**config.mk**
```make
export PLATFORM = sky130hd
export DESIGN_NAME = stmm_ctrl
export DESIGN_NICKNAME = d
export VERILOG_FILES = /design/src/hw/rtl/stmm_pkg.sv /design/src/hw/rtl/stmm_ctrl.sv
export VERILOG_INCLUDE_DIRS = /design/src /design/src/hw/rtl
export SDC_FILE = /design/constraint.sdc
export NUM_CORES = 1
export LEC_CHECK = 0
export ABC_AREA = 1
export BUFFER_PORTS_ARGS = -buffer_cell sky130_fd_sc_hd__buf_2
export CORE_ASPECT_RATIO = 0.8
export CORE_MARGIN = 4
export CORE_UTILIZATION = 49
export CTS_CLUSTER_SIZE = 16
export DETAILED_ROUTE_END_ITERATION = 7
export PLACE_DENSITY = 0.78
export SLEW_MARGIN = 5
export SYNTH_ARGS = -nofsm -noshare
export SYNTH_HDL_FRONTEND = slang
export SYNTH_SLANG_ARGS = --single-unit
```
**constraint.sdc**
```tcl
create_clock -name clk -period 1.89 [get_ports clk]
set_input_delay 0 -clock clk [delete_from_list [all_inputs] [get_ports clk]]
set_output_delay 0 -clock clk [all_outputs]
set_load 0.05 [all_outputs]
```
**src/hw/rtl/space_time_moments_motion_core_assert.svh**
```systemverilog
// ----------------------------------------------------------------------------
// space-time moments motion core assertion macros
// concurrent checks on clk with asynchronous reset arst_n
// ----------------------------------------------------------------------------
`ifndef SPACE_TIME_MOMENTS_MOTION_CORE_ASSERT_SVH
`define SPACE_TIME_MOMENTS_MOTION_CORE_ASSERT_SVH
`ifndef ASSERT_OFF
`define STMM_ASSERT(lbl, prop) \
	lbl: assert property (@(posedge clk) disable iff (!arst_n) prop) \
	else $error("stmm assertion failed");
`define STMM_NEVER(lbl, cond) \
	lbl: assert property (@(posedge clk) disable iff (!arst_n) !(cond)) \
	else $error("stmm forbidden condition");
`else
`define STMM_ASSERT(lbl, prop)
`define STMM_NEVER(lbl, cond)
`endif
`endif

```
**src/hw/rtl/stmm_pkg.sv**
```systemverilog
// ----------------------------------------------------------------------------
// stmm_pkg
// widths, codes, command types and constant tables of the moments core
// ----------------------------------------------------------------------------
`default_nettype none
package stmm_pkg;
	localparam int COORD_BITS = 12;
	localparam int TIME_BITS  = 8;
	localparam int COUNT_BITS = 20;
	localparam int WIDE_BITS  = (COORD_BITS > TIME_BITS) ? COORD_BITS : TIME_BITS;

	localparam int SX_W  = COORD_BITS + COUNT_BITS;
	localparam int ST_W  = TIME_BITS + COUNT_BITS;
	localparam int SXX_W = 2 * COORD_BITS + COUNT_BITS;
	localparam int STT_W = 2 * TIME_BITS + COUNT_BITS;
	localparam int SXT_W = COORD_BITS + TIME_BITS + COUNT_BITS;

	localparam int MOM_W = 2 * COUNT_BITS + 2 * WIDE_BITS + 2;
	localparam int OP_W  = MOM_W + 1;
	localparam int ACC_W = 2 * OP_W + 2;

	localparam int VEL_W       = 32;
	localparam int QUO_W       = VEL_W + 1;
	localparam int DIV_STEPS   = QUO_W;
	localparam int FRAC_SHIFT  = 17;
	localparam int DIV_W       = MOM_W + QUO_W + 1;

	localparam int ANG_W        = 24;
	localparam int CORDIC_STEPS = 28;
	localparam int CIDX_W       = $clog2(CORDIC_STEPS);
	localparam int CORDIC_W     = 36;
	localparam int NORM_BITS    = 30;
	localparam int ROUND_SHIFT  = 9;
	localparam int ANGLE_LIMIT  = 5898240;

	localparam int MAC_STEPS = 17;
	localparam int STEP_W    = $clog2(MAC_STEPS);
	localparam int ITER_MAX  = (OP_W > DIV_STEPS) ?
		((OP_W > CORDIC_STEPS) ? OP_W : CORDIC_STEPS) :
		((DIV_STEPS > CORDIC_STEPS) ? DIV_STEPS : CORDIC_STEPS);
	localparam int ITER_W    = $clog2(ITER_MAX);
	localparam int STATUS_W  = 2;

	localparam logic [VEL_W-1:0] VEL_MAX = {1'b0, {(VEL_W - 1){1'b1}}};
	localparam logic [VEL_W-1:0] VEL_MIN = {1'b1, {(VEL_W - 1){1'b0}}};
	localparam logic signed [CORDIC_W-1:0] ANG_HI = CORDIC_W'(ANGLE_LIMIT);
	localparam logic signed [CORDIC_W-1:0] ANG_LO = -CORDIC_W'(ANGLE_LIMIT);
	localparam logic signed [CORDIC_W-1:0] ROUND_BIAS = CORDIC_W'(1 << (ROUND_SHIFT - 1));

	typedef enum logic [STATUS_W-1:0] {
		ST_OK        = 2'd0,
		ST_NO_POINTS = 2'd1,
		ST_ZERO_VAR  = 2'd2
	} status_t;

	typedef enum logic [3:0] {
		SEL_COUNT, SEL_SX, SEL_SY, SEL_ST, SEL_SXX, SEL_SYY, SEL_STT, SEL_SXY,
		SEL_SXT, SEL_SYT, SEL_CXY, SEL_CXT, SEL_CYT, SEL_CTT, SEL_DXY
	} opsel_t;

	typedef enum logic [3:0] {
		DST_NONE, DST_CXX, DST_CYY, DST_CTT, DST_CXY, DST_CXT, DST_CYT, DST_TOP, DST_BOT
	} dst_t;

	typedef struct packed {
		opsel_t sel_a;
		opsel_t sel_b;
		logic   neg;
		logic   clr;
		dst_t   dst;
	} mac_op_t;

	typedef struct packed {
		logic              add_point;
		logic              clear_sums;
		logic              mac_load;
		logic              mac_step;
		logic              mac_store;
		mac_op_t           mop;
		logic              div_load;
		logic              div_step;
		logic              div_store;
		logic              div_sel;
		logic              ang_load;
		logic              ang_shift;
		logic              ang_prep;
		logic              ang_iter;
		logic [CIDX_W-1:0] ang_idx;
		logic              out_load;
	} cmd_t;

	typedef struct packed {
		logic ang_big;
		logic out_busy;
	} sts_t;

	// multiply-accumulate program: centralized moments, then the angle terms
	function automatic mac_op_t mac_prog(input logic [STEP_W-1:0] step);
		mac_op_t op;
		unique case (step)
			STEP_W'(0):  op = '{SEL_COUNT, SEL_SXX, 1'b0, 1'b1, DST_NONE};
			STEP_W'(1):  op = '{SEL_SX,    SEL_SX,  1'b1, 1'b0, DST_CXX};
			STEP_W'(2):  op = '{SEL_COUNT, SEL_SYY, 1'b0, 1'b1, DST_NONE};
			STEP_W'(3):  op = '{SEL_SY,    SEL_SY,  1'b1, 1'b0, DST_CYY};
			STEP_W'(4):  op = '{SEL_COUNT, SEL_STT, 1'b0, 1'b1, DST_NONE};
			STEP_W'(5):  op = '{SEL_ST,    SEL_ST,  1'b1, 1'b0, DST_CTT};
			STEP_W'(6):  op = '{SEL_COUNT, SEL_SXY, 1'b0, 1'b1, DST_NONE};
			STEP_W'(7):  op = '{SEL_SX,    SEL_SY,  1'b1, 1'b0, DST_CXY};
			STEP_W'(8):  op = '{SEL_COUNT, SEL_SXT, 1'b0, 1'b1, DST_NONE};
			STEP_W'(9):  op = '{SEL_SX,    SEL_ST,  1'b1, 1'b0, DST_CXT};
			STEP_W'(10): op = '{SEL_COUNT, SEL_SYT, 1'b0, 1'b1, DST_NONE};
			STEP_W'(11): op = '{SEL_SY,    SEL_ST,  1'b1, 1'b0, DST_CYT};
			STEP_W'(12): op = '{SEL_CXY,   SEL_CTT, 1'b0, 1'b1, DST_NONE};
			STEP_W'(13): op = '{SEL_CXT,   SEL_CYT, 1'b1, 1'b0, DST_TOP};
			STEP_W'(14): op = '{SEL_DXY,   SEL_CTT, 1'b0, 1'b1, DST_NONE};
			STEP_W'(15): op = '{SEL_CYT,   SEL_CYT, 1'b0, 1'b0, DST_NONE};
			STEP_W'(16): op = '{SEL_CXT,   SEL_CXT, 1'b1, 1'b0, DST_BOT};
			default:     op = '{SEL_COUNT, SEL_SXX, 1'b0, 1'b1, DST_NONE};
		endcase
		return op;
	endfunction

	// atan(2^-i) in units of 2^-24 degree
	function automatic logic signed [CORDIC_W-1:0] atan_at(input logic [CIDX_W-1:0] i);
		logic signed [CORDIC_W-1:0] a;
		unique case (i)
			CIDX_W'(0):  a = CORDIC_W'(64'd754974720);
			CIDX_W'(1):  a = CORDIC_W'(64'd445687602);
			CIDX_W'(2):  a = CORDIC_W'(64'd235489088);
			CIDX_W'(3):  a = CORDIC_W'(64'd119537938);
			CIDX_W'(4):  a = CORDIC_W'(64'd60000934);
			CIDX_W'(5):  a = CORDIC_W'(64'd30029717);
			CIDX_W'(6):  a = CORDIC_W'(64'd15018523);
			CIDX_W'(7):  a = CORDIC_W'(64'd7509720);
			CIDX_W'(8):  a = CORDIC_W'(64'd3754917);
			CIDX_W'(9):  a = CORDIC_W'(64'd1877466);
			CIDX_W'(10): a = CORDIC_W'(64'd938734);
			CIDX_W'(11): a = CORDIC_W'(64'd469367);
			CIDX_W'(12): a = CORDIC_W'(64'd234684);
			CIDX_W'(13): a = CORDIC_W'(64'd117342);
			CIDX_W'(14): a = CORDIC_W'(64'd58671);
			CIDX_W'(15): a = CORDIC_W'(64'd29335);
			CIDX_W'(16): a = CORDIC_W'(64'd14668);
			CIDX_W'(17): a = CORDIC_W'(64'd7334);
			CIDX_W'(18): a = CORDIC_W'(64'd3667);
			CIDX_W'(19): a = CORDIC_W'(64'd1833);
			CIDX_W'(20): a = CORDIC_W'(64'd917);
			CIDX_W'(21): a = CORDIC_W'(64'd458);
			CIDX_W'(22): a = CORDIC_W'(64'd229);
			CIDX_W'(23): a = CORDIC_W'(64'd115);
			CIDX_W'(24): a = CORDIC_W'(64'd57);
			CIDX_W'(25): a = CORDIC_W'(64'd29);
			CIDX_W'(26): a = CORDIC_W'(64'd14);
			CIDX_W'(27): a = CORDIC_W'(64'd7);
			default:     a = '0;
		endcase
		return a;
	endfunction
endpackage
`default_nettype wire

```
**src/hw/rtl/stmm_ctrl.sv**
```systemverilog
// ----------------------------------------------------------------------------
// stmm_ctrl
// sequencer: accumulate, moment program, two divisions, angle, result
// ----------------------------------------------------------------------------
`default_nettype none
`include "space_time_moments_motion_core_assert.svh"
module stmm_ctrl (
	input  logic           clk,
	input  logic           arst_n,
	input  logic           in_valid,
	input  logic           in_last,
	output logic           in_ready,
	output stmm_pkg::cmd_t cmd,
	input  stmm_pkg::sts_t sts
);
	typedef enum logic [3:0] {
		S_ACC, S_MAC_LOAD, S_MAC_RUN, S_MAC_STORE, S_DIV_LOAD, S_DIV_RUN, S_DIV_STORE,
		S_ANG_LOAD, S_ANG_NORM, S_ANG_PREP, S_ANG_ITER, S_OUT
	} state_t;

	state_t                        state_q;
	logic [stmm_pkg::ITER_W-1:0]   iter_q;
	logic [stmm_pkg::STEP_W-1:0]   step_q;
	logic                          sel_q;

	always_ff @(posedge clk or negedge arst_n) begin
		if (!arst_n) begin
			state_q <= S_ACC;
			iter_q  <= '0;
			step_q  <= '0;
			sel_q   <= 1'b0;
		end else begin
			unique case (state_q)
				S_ACC: begin
					if (in_valid && in_last) begin
						step_q  <= '0;
						state_q <= S_MAC_LOAD;
					end
				end
				S_MAC_LOAD: begin
					iter_q  <= stmm_pkg::ITER_W'(stmm_pkg::OP_W - 1);
					state_q <= S_MAC_RUN;
				end
				S_MAC_RUN: begin
					if (iter_q == '0) begin
						state_q <= S_MAC_STORE;
					end else begin
						iter_q <= iter_q - 1'b1;
					end
				end
				S_MAC_STORE: begin
					if (step_q == stmm_pkg::STEP_W'(stmm_pkg::MAC_STEPS - 1)) begin
						sel_q   <= 1'b0;
						state_q <= S_DIV_LOAD;
					end else begin
						step_q  <= step_q + 1'b1;
						state_q <= S_MAC_LOAD;
					end
				end
				S_DIV_LOAD: begin
					iter_q  <= stmm_pkg::ITER_W'(stmm_pkg::DIV_STEPS - 1);
					state_q <= S_DIV_RUN;
				end
				S_DIV_RUN: begin
					if (iter_q == '0) begin
						state_q <= S_DIV_STORE;
					end else begin
						iter_q <= iter_q - 1'b1;
					end
				end
				S_DIV_STORE: begin
					if (sel_q) begin
						state_q <= S_ANG_LOAD;
					end else begin
						sel_q   <= 1'b1;
						state_q <= S_DIV_LOAD;
					end
				end
				S_ANG_LOAD: begin
					state_q <= S_ANG_NORM;
				end
				S_ANG_NORM: begin
					if (!sts.ang_big) begin
						state_q <= S_ANG_PREP;
					end
				end
				S_ANG_PREP: begin
					iter_q  <= '0;
					state_q <= S_ANG_ITER;
				end
				S_ANG_ITER: begin
					if (iter_q == stmm_pkg::ITER_W'(stmm_pkg::CORDIC_STEPS - 1)) begin
						state_q <= S_OUT;
					end else begin
						iter_q <= iter_q + 1'b1;
					end
				end
				S_OUT: begin
					if (!sts.out_busy) begin
						state_q <= S_ACC;
					end
				end
				default: begin
					state_q <= S_ACC;
				end
			endcase
		end
	end

	always_comb begin
		cmd            = '0;
		cmd.mop        = stmm_pkg::mac_prog(step_q);
		cmd.div_sel    = sel_q;
		cmd.ang_idx    = iter_q[stmm_pkg::CIDX_W-1:0];
		in_ready       = (state_q == S_ACC);
		cmd.add_point  = (state_q == S_ACC) && in_valid;
		cmd.mac_load   = (state_q == S_MAC_LOAD);
		cmd.mac_step   = (state_q == S_MAC_RUN);
		cmd.mac_store  = (state_q == S_MAC_STORE);
		cmd.div_load   = (state_q == S_DIV_LOAD);
		cmd.div_step   = (state_q == S_DIV_RUN);
		cmd.div_store  = (state_q == S_DIV_STORE);
		cmd.ang_load   = (state_q == S_ANG_LOAD);
		cmd.ang_shift  = (state_q == S_ANG_NORM) && sts.ang_big;
		cmd.ang_prep   = (state_q == S_ANG_PREP);
		cmd.ang_iter   = (state_q == S_ANG_ITER);
		cmd.out_load   = (state_q == S_OUT) && !sts.out_busy;
		cmd.clear_sums = (state_q == S_OUT) && !sts.out_busy;
	end

	`STMM_ASSERT(a_out_free, cmd.out_load |-> !sts.out_busy)
	`STMM_NEVER(a_add_clear, cmd.add_point && cmd.clear_sums)
	`STMM_ASSERT(a_prep_norm, cmd.ang_prep |-> !sts.ang_big)
	`STMM_ASSERT(a_last_start, (cmd.add_point && in_last) |=> cmd.mac_load)
endmodule
`default_nettype wire

```
==> implementation parameters, run 1 <==
Parameter                              Value

STA
  Fin Clk Skew ... 0.002018 ns
  Maximum clock frequency ... 0.5643 GHz
  Worst hold-check slack ... 0.1217 ns
  Final critical path time including I/O delays and setup ... 1.772 ns
  Total setup violations reported at the end of the flow ... 0
  Tightest Pin Transition ... 0.4215 ns
  Crit share post-route ... 0.9376
  Count of final max-slew check failures ... 0
  Min setup slack post-route ... 0.1179 ns
  Number of hold violations in the final report ... 0
  Setup repair after global routing missed its margin ... yes
  Normalized max-slew margin ... 0.7190

Yosys
  Top cell type's share of synthesized area ... 0.2524
  Synthesized cell area ... 0.001685 sq mm
  YS warnings ... 0
  Number of standard cells after synthesis ... 261
  Count of different cell masters after synthesis ... 29
  Mean instance size in the synthesized netlist ... 6.457 sq um
  Top FF cell, synth ... sky130_fd_sc_hd__dfrtp_1
  Async set or reset register ratio after synthesis ... 1.000
  Number of flops mapped to enable cells by yosys ... 0
  Synthesized net count ... 281
  Synth Register Bits ... 17
  Proportion of synthesized chip area in sequential cells ... 0.2524
  Library cell with the largest summed area after synthesis ... sky130_fd_sc_hd__dfrtp_1
  Top post-synthesis cells by area ... sky130_fd_sc_hd__dfrtp_1, sky130_fd_sc_hd__nand2_1, sky130_fd_sc_hd__ha_1

Cells and area
  Highest-count cells in the layout ignoring fill and taps ... sky130_fd_sc_hd__nand2_1, sky130_fd_sc_hd__buf_2, sky130_fd_sc_hd__inv_1
  Most common cell after layout, fill and taps aside ... sky130_fd_sc_hd__nand2_1
  Antenna Cells ... 0
  Fill count ... 294
  Post-layout instance count excluding filler cells ... 347
  # nets final ... 328
  Area added between synthesis and finish ... 26.58%
  Layout cell share with drive strength beyond 1 ... 0.3388

Hold path
  Hold-critical path endpoint ... state_q[3]$_DFFE_PN0P_
  Worst hold stages ... 5
  Startpoint of the lowest-slack hold path ... in_last
  Path category of the worst min-delay check ... primary input to flip-flop

Setup path
  Launching instance or port of the critical path ... state_q[3]$_DFFE_PN0P_
  Worst endpoint required time ... 2.04 ns
  Setup slack of the worst register-to-register path ... 0.12 ns
  Worst R2R End ... iter_q[6]$_DFFE_PN0P_
  Data arrival, critical path ... 1.92 ns
  Depth of the worst register-to-register path ... 12
  Critical Path End Type ... flip-flop
  Kind of critical path ... flip-flop to flip-flop
  Reg-to-reg startpoint ... state_q[3]$_DFFE_PN0P_
  Kind of start point of the critical path ... flip-flop
  Critical-path maximum fanout ... 9

Global route
  Remaining global-route overflow ... 0
  Met3 routing resource usage after global routing ... 0.03974
  Number of antenna violations at the first check in global routing ... 0
  Peak-usage layer in the global routing report ... met2
  GRT met2 Usage ... 0.3371
  Number of global-route vias before repair ... 1638
  Pin count of the biggest net entering global routing ... 18
  Grt met1 use ... 0.2885
  Global routing usage summed across all routing layers ... 0.2092
  Wire length of the first global-routing pass ... 7258 um

Clock tree
  Clock tree from TritonCTS ... yes
  Root buf cell ... sky130_fd_sc_hd__clkbuf_8
  Deepest level of the CTS H-tree ... 1
  Max Buffers Root-to-Sink ... 2
  Clk slew on worst S/H paths ... 0.07 ns
  Clock buffers created by TritonCTS ... 3
  Clock sink count ... 17
  Clock latency of the later-clocked register in the worst-skew pair ... 0.26 ns

Route
  Routed WL per cell ... 12.76 um
  Final Routed Wirelength ... 4429 um
  Vias per cell ... 5.216
  Iteration count of the initial detailed-routing pass ... 4
  Via count of the routed design ... 1810
  DRC marker count from the first detailed-route iteration ... 96
  Final ANT Viol Nets ... 0
  # DRC ... 0

Floorplanning
  Effective utilization at floorplan ... 0.5270
  Die extent in x ... 73.57 um
  DIE AREA ... 0.004448 sq mm
  Die outline height ... 60.46 um
  Number of placement rows ... 18
  Area of the core ... 0.003198 sq mm
  Count of pins on the block boundary ... 40

Place
  GPL Wtd Cong ... 0.8602
  Cell Count Post-Placement ... 337
  Post-placement worst setup slack ... 0.04155 ns
  Count of buffers inserted at the top-level ports ... 39
  Post-detail-place hpwl ... 3447 um

Power and ir drop
  Worst vdd ir ... 1.364 mV
  Power density over the cells ... 2015 mW/mm^2
  Leakage ... 1.225 nW

Flow run
  Maximum capacitance violations ... 0

Status
  Outcome ... finished clean
[report_power, final]
part	total [W]	internal [W]	switching [W]
Combinational	0.00333	0.00108	0.00225
Clock	0.000279	0.000147	0.000132
Sequential	0.000690	0.000504	0.000186
Total	0.00430	0.00173	0.00257
[worst max path at each step]
stage	end	slack, ns
after floorplan	cmd[23]	0.02
after global placement	iter_q[6]$_DFFE_PN0P_	0.11
after detailed placement	iter_q[6]$_DFFE_PN0P_	0.04
after CTS	iter_q[6]$_DFFE_PN0P_	0.01
after global routing	iter_q[6]$_DFFE_PN0P_	-0.02
final	iter_q[6]$_DFFE_PN0P_	0.12
[synth_stat cells, drive strengths merged (4+ instances only)]
cell and n:
nor3 4, a21oi 7, ha 13, o21ai 24, nand2 80, nor2 32, dfrtp 17, xor2 4
nand3 19, buf 8, inv 42
[state kept, by name, indices dropped and copies added, names as in the netlist]
signal / count
step_q: 5
iter_q: 7
sel_q: 1
state_q: 4
[per-stage QoR]
step | util | area (sq um) | total power [W] | setup TNS (ns)
after CTS | 0.6221 | 1989 | 0.003944 | 0
after global routing | 0.6671 | 2133 | 0.004692 | -0.04326
after global placement | 0.6045 | 1933 | 0.003591 | 0
after detailed placement | 0.6045 | 1933 | 0.003651 | 0
final | 0.6671 | 2133 | 0.004298 | 0
after floorplan | - | 1700 | 0.003041 | 0
[layout make-up]
type,instances,area [sq um],area share
repair buffers,52,301.5,0.1413
multi-input cells,192,1150,0.5390
inverters,42,157.7,0.07390
flip-flops and latches,17,427.9,0.2006
well taps,40,50.05,0.02346
clock inverters,1,5.005,0.002346
clock buffers,3,41.29,0.01935
[cells by family (layout without fill, tap and decap cells)]
logic type,Yosys count,after routing,share of synthesized area
fa+ha+maj,14,14,0.1084
buf+inv,52,98,0.1321
xor+xnor,4,4,0.02078
compound gates,36,36,0.1180
flops,17,17,0.2524
simple gates,138,138,0.3682
[routing by layer]
| metal | up-vias | wire (um) | share of wire |
|---|---|---|---|
| li1 | 908 | - | - |
| met1 | 829 | 2102 | 0.47 |
| met2 | 65 | 1943 | 0.44 |
| met3 | 8 | 339 | 0.077 |
| met4 | 0 | 43 | 0.0097 |
| met5 | - | 0 | 0 |
[critical path, cell delays in order, from the launching register on]
cell                      delay (ns)
sky130_fd_sc_hd__dfrtp_1        0.39
sky130_fd_sc_hd__inv_1          0.14
sky130_fd_sc_hd__nor2_4         0.06
sky130_fd_sc_hd__nand2_4        0.16
sky130_fd_sc_hd__buf_4          0.13
sky130_fd_sc_hd__buf_4          0.11
sky130_fd_sc_hd__nand3_2        0.16
sky130_fd_sc_hd__inv_2          0.12
sky130_fd_sc_hd__nand3_2        0.08
sky130_fd_sc_hd__nand2_4        0.13
sky130_fd_sc_hd__inv_2          0.06
sky130_fd_sc_hd__nand2_1        0.06
sky130_fd_sc_hd__nand2_1        0.05
[what timing repair did]
action,4_1_cts,5_1_grt
resized for setup,0,24
setup buffers,0,5
hold buffers,1,0
endpoints found under the hold margin,17,0
endpoints found under the setup margin,0,7
No activity file was read; power rests on OpenSTA's default activity.
==> inputs of run 2 (changes only) <==
Settings changed: CELL_PAD_IN_SITES_DETAIL_PLACEMENT from default to 1, CELL_PAD_IN_SITES_GLOBAL_PLACEMENT from default to 1, CORE_UTILIZATION 49 to 34.
==> run 2 against run 1 <==
Compared with the run above: the flow now finishes with violations (negative setup slack); clock skew grew 0.0065 ns; maximum frequency shrank 6.3%; global-route usage shrank 1.1 points; non-clock buffer count grew 3; via count grew 6.7%; first-iteration DRC count grew 96%; register-to-register slack lost 0.12 ns; critical path depth grew 1; die area grew 38%; worst setup slack lost 0.12 ns; flip-flop and latch count is the same; critical path type unchanged; critical endpoint is now iter_q[5]$_DFFE_PN0P_.
==> implementation parameters, run 2 (same netlist as run 1, synthesis figures left out) <==
Parameter                              Value

Status
  Outcome ... complete, but fails checks
  Failing checks ... negative setup slack

Setup path
  Data arrival, critical path ... 2.04 ns
  Depth of the worst register-to-register path ... 13
  Worst R2R End ... iter_q[5]$_DFFE_PN0P_
  Master of the slowest instance on the critical path ... sky130_fd_sc_hd__dfrtp_2
  Kind of critical path ... flip-flop to flip-flop
  Cell chain of the critical path ... nor2_4 > nand2_4 > buf_6 > ha_4 > nand2_2 > inv_2 > nand3_2 > nand3_2 > nand2_1 > nand3_1 > nand2_1 > nand2_1 > nand2_1
  Critical-path maximum fanout ... 7
  Reg-to-reg startpoint ... state_q[0]$_DFFE_PN0P_
  Critical Path End Type ... flip-flop
  Launching instance or port of the critical path ... state_q[0]$_DFFE_PN0P_
  Worst stage delay on the critical path ... 0.46 ns
  Critical path's most frequent cell ... sky130_fd_sc_hd__nand2_1
  Setup slack of the worst register-to-register path ... -0.0004 ns
  Worst endpoint required time ... 2.04 ns
  Kind of start point of the critical path ... flip-flop

Route
  DRC marker count from the first detailed-route iteration ... 188
  Routed WL per cell ... 17.30 um
  Final Routed Wirelength ... 6402 um
  # DRC ... 0
  Iteration count of the initial detailed-routing pass ... 4
  Final ANT Viol Nets ... 0
  Via count of the routed design ... 1932
  Vias per cell ... 5.222

STA
  Worst hold-check slack ... 0.1087 ns
  Min setup slack post-route ... -0.0003741 ns
  Number of hold violations in the final report ... 0
  Setup repair after global routing missed its margin ... yes
  Normalized max-slew margin ... 0.6938
  Fin Clk Skew ... 0.008510 ns
  Final critical path time including I/O delays and setup ... 1.890 ns
  Count of final max-slew check failures ... 0
  Crit share post-route ... 1.000
  Total setup violations reported at the end of the flow ... 1
  Maximum clock frequency ... 0.5290 GHz
  Tightest Pin Transition ... 0.4593 ns

Floorplanning
  Area of the core ... 0.004679 sq mm
  Effective utilization at floorplan ... 0.3602
  Count of pins on the block boundary ... 40
  Die extent in x ... 86.72 um
  DIE AREA ... 0.006154 sq mm
  Number of placement rows ... 22
  Die outline height ... 70.97 um

Cells and area
  Area of the multi-input gates ... 0.001190 sq mm
  Antenna Cells ... 0
  Layout cell share with drive strength beyond 1 ... 0.3645
  Area added between synthesis and finish ... 32.00%
  # nets final ... 331
  Highest-count cells in the layout ignoring fill and taps ... sky130_fd_sc_hd__nand2_1, sky130_fd_sc_hd__buf_2, sky130_fd_sc_hd__inv_1
  Most common cell after layout, fill and taps aside ... sky130_fd_sc_hd__nand2_1
  Biggest register ... iter_q
  Number of flip-flops under the largest register name ... 7
  Area used by sequential logic in the layout ... 427.9 sq um
  Fill count ... 634
  Top Registers ... iter_q x7, step_q x5, state_q x4
  Post-route design area ... 0.002225 sq mm

Global route
  Number of antenna violations at the first check in global routing ... 0
  Remaining global-route overflow ... 0
  Global routing usage summed across all routing layers ... 0.1982
  Number of global-route vias before repair ... 1864
  Pin count of the biggest net entering global routing ... 18
  Wire length of the first global-routing pass ... 9577 um

Clock tree
  Clock tree from TritonCTS ... yes
  Deepest level of the CTS H-tree ... 1
  Root buf cell ... sky130_fd_sc_hd__clkbuf_8
  Clk slew on worst S/H paths ... 0.08 ns
  Clock buffers created by TritonCTS ... 3
  Max Buffers Root-to-Sink ... 2
  Clock latency of the later-clocked register in the worst-skew pair ... 0.26 ns
  Clock sink count ... 17

Flow run
  Maximum capacitance violations ... 0

Place
  GPL Wtd Cong ... 0.8933
  Post-detail-place hpwl ... 4509 um
  Count of buffers inserted at the top-level ports ... 39
  Cell area after placement ... 0.001988 sq mm

Hold path
  Worst hold stages ... 5
  Hold-critical path endpoint ... state_q[3]$_DFFE_PN0P_
  Path category of the worst min-delay check ... primary input to flip-flop
  Startpoint of the lowest-slack hold path ... in_last
-- run 2: cell count changes in the layout (fill, tap and decap cells not counted), moves of 2 or more --
cell	before	now
sky130_fd_sc_hd__inv_2	10	13
sky130_fd_sc_hd__nand2_4	3	6
sky130_fd_sc_hd__buf_4	11	16
sky130_fd_sc_hd__nand2_1	69	67
sky130_fd_sc_hd__inv_1	32	29
sky130_fd_sc_hd__buf_2	38	36
-- run 2: final cells by class --
cell class / count / area share
Tap cell: 60 / 0.03375
Clock buffer: 4 / 0.02025
Multi-Input combinational cell: 192 / 0.5349
Inverter: 42 / 0.07087
Timing Repair Buffer: 55 / 0.1479
Sequential cell: 17 / 0.1924
-- run 2: what timing repair did --
| item | CTS | global route |
|---|---|---|
| setup buffers | 0 | 4 |
| endpoints found under the setup margin | 5 | 15 |
| hold buffers | 1 | 0 |
| gates resized for setup | 8 | 30 |
| pin swaps | 0 | 16 |
| hold endpoints to repair | 17 | 0 |
-- run 2: worst max path at each step --
stage,endpoint,slack [ns]
3_5_place_dp,iter_q[4]$_DFFE_PN0P_,-0.04
6_report,iter_q[5]$_DFFE_PN0P_,-0.0004
3_3_place_gp,iter_q[6]$_DFFE_PN0P_,0.08
2_1_floorplan,cmd[23],0.02
5_1_grt,iter_q[6]$_DFFE_PN0P_,-0.11
4_1_cts,cmd[27],0.006
-- run 2: layer usage --
metal  up-vias  share of wire  global-route usage
li1        911              -                   -
met1       938           0.48              0.2862
met2        69           0.46              0.3132
met3        14          0.046             0.02678
met4         0          0.019             0.04325
met5         -              0                   0
-- run 2: per-stage QoR --
stage | std cells | setup slack (ns) | setup TNS [ns] | utilization
floorplan | 261 | 0.01795 | 0 | -
global placement | 361 | 0.08231 | 0 | 0.4249
detailed placement | 361 | -0.04079 | -0.07626 | 0.4249
CTS | 366 | 0.006064 | 0 | 0.4500
global route | 370 | -0.1057 | -0.2173 | 0.4754
finish | 370 | -0.0003741 | -0.0003741 | 0.4754
-- run 2: critical path, delay by kind of cell (launching register included) --
family	cells	cell delay [ns]
and+or+nand+nor	10	0.86
DFF	1	0.46
adders and majority gates	1	0.25
buffers and inverters	2	0.21
Power of run 2 is left out: the tool's default activity adds up to more than one toggle a clock period on the data nets, which glitch-free logic cannot reach.
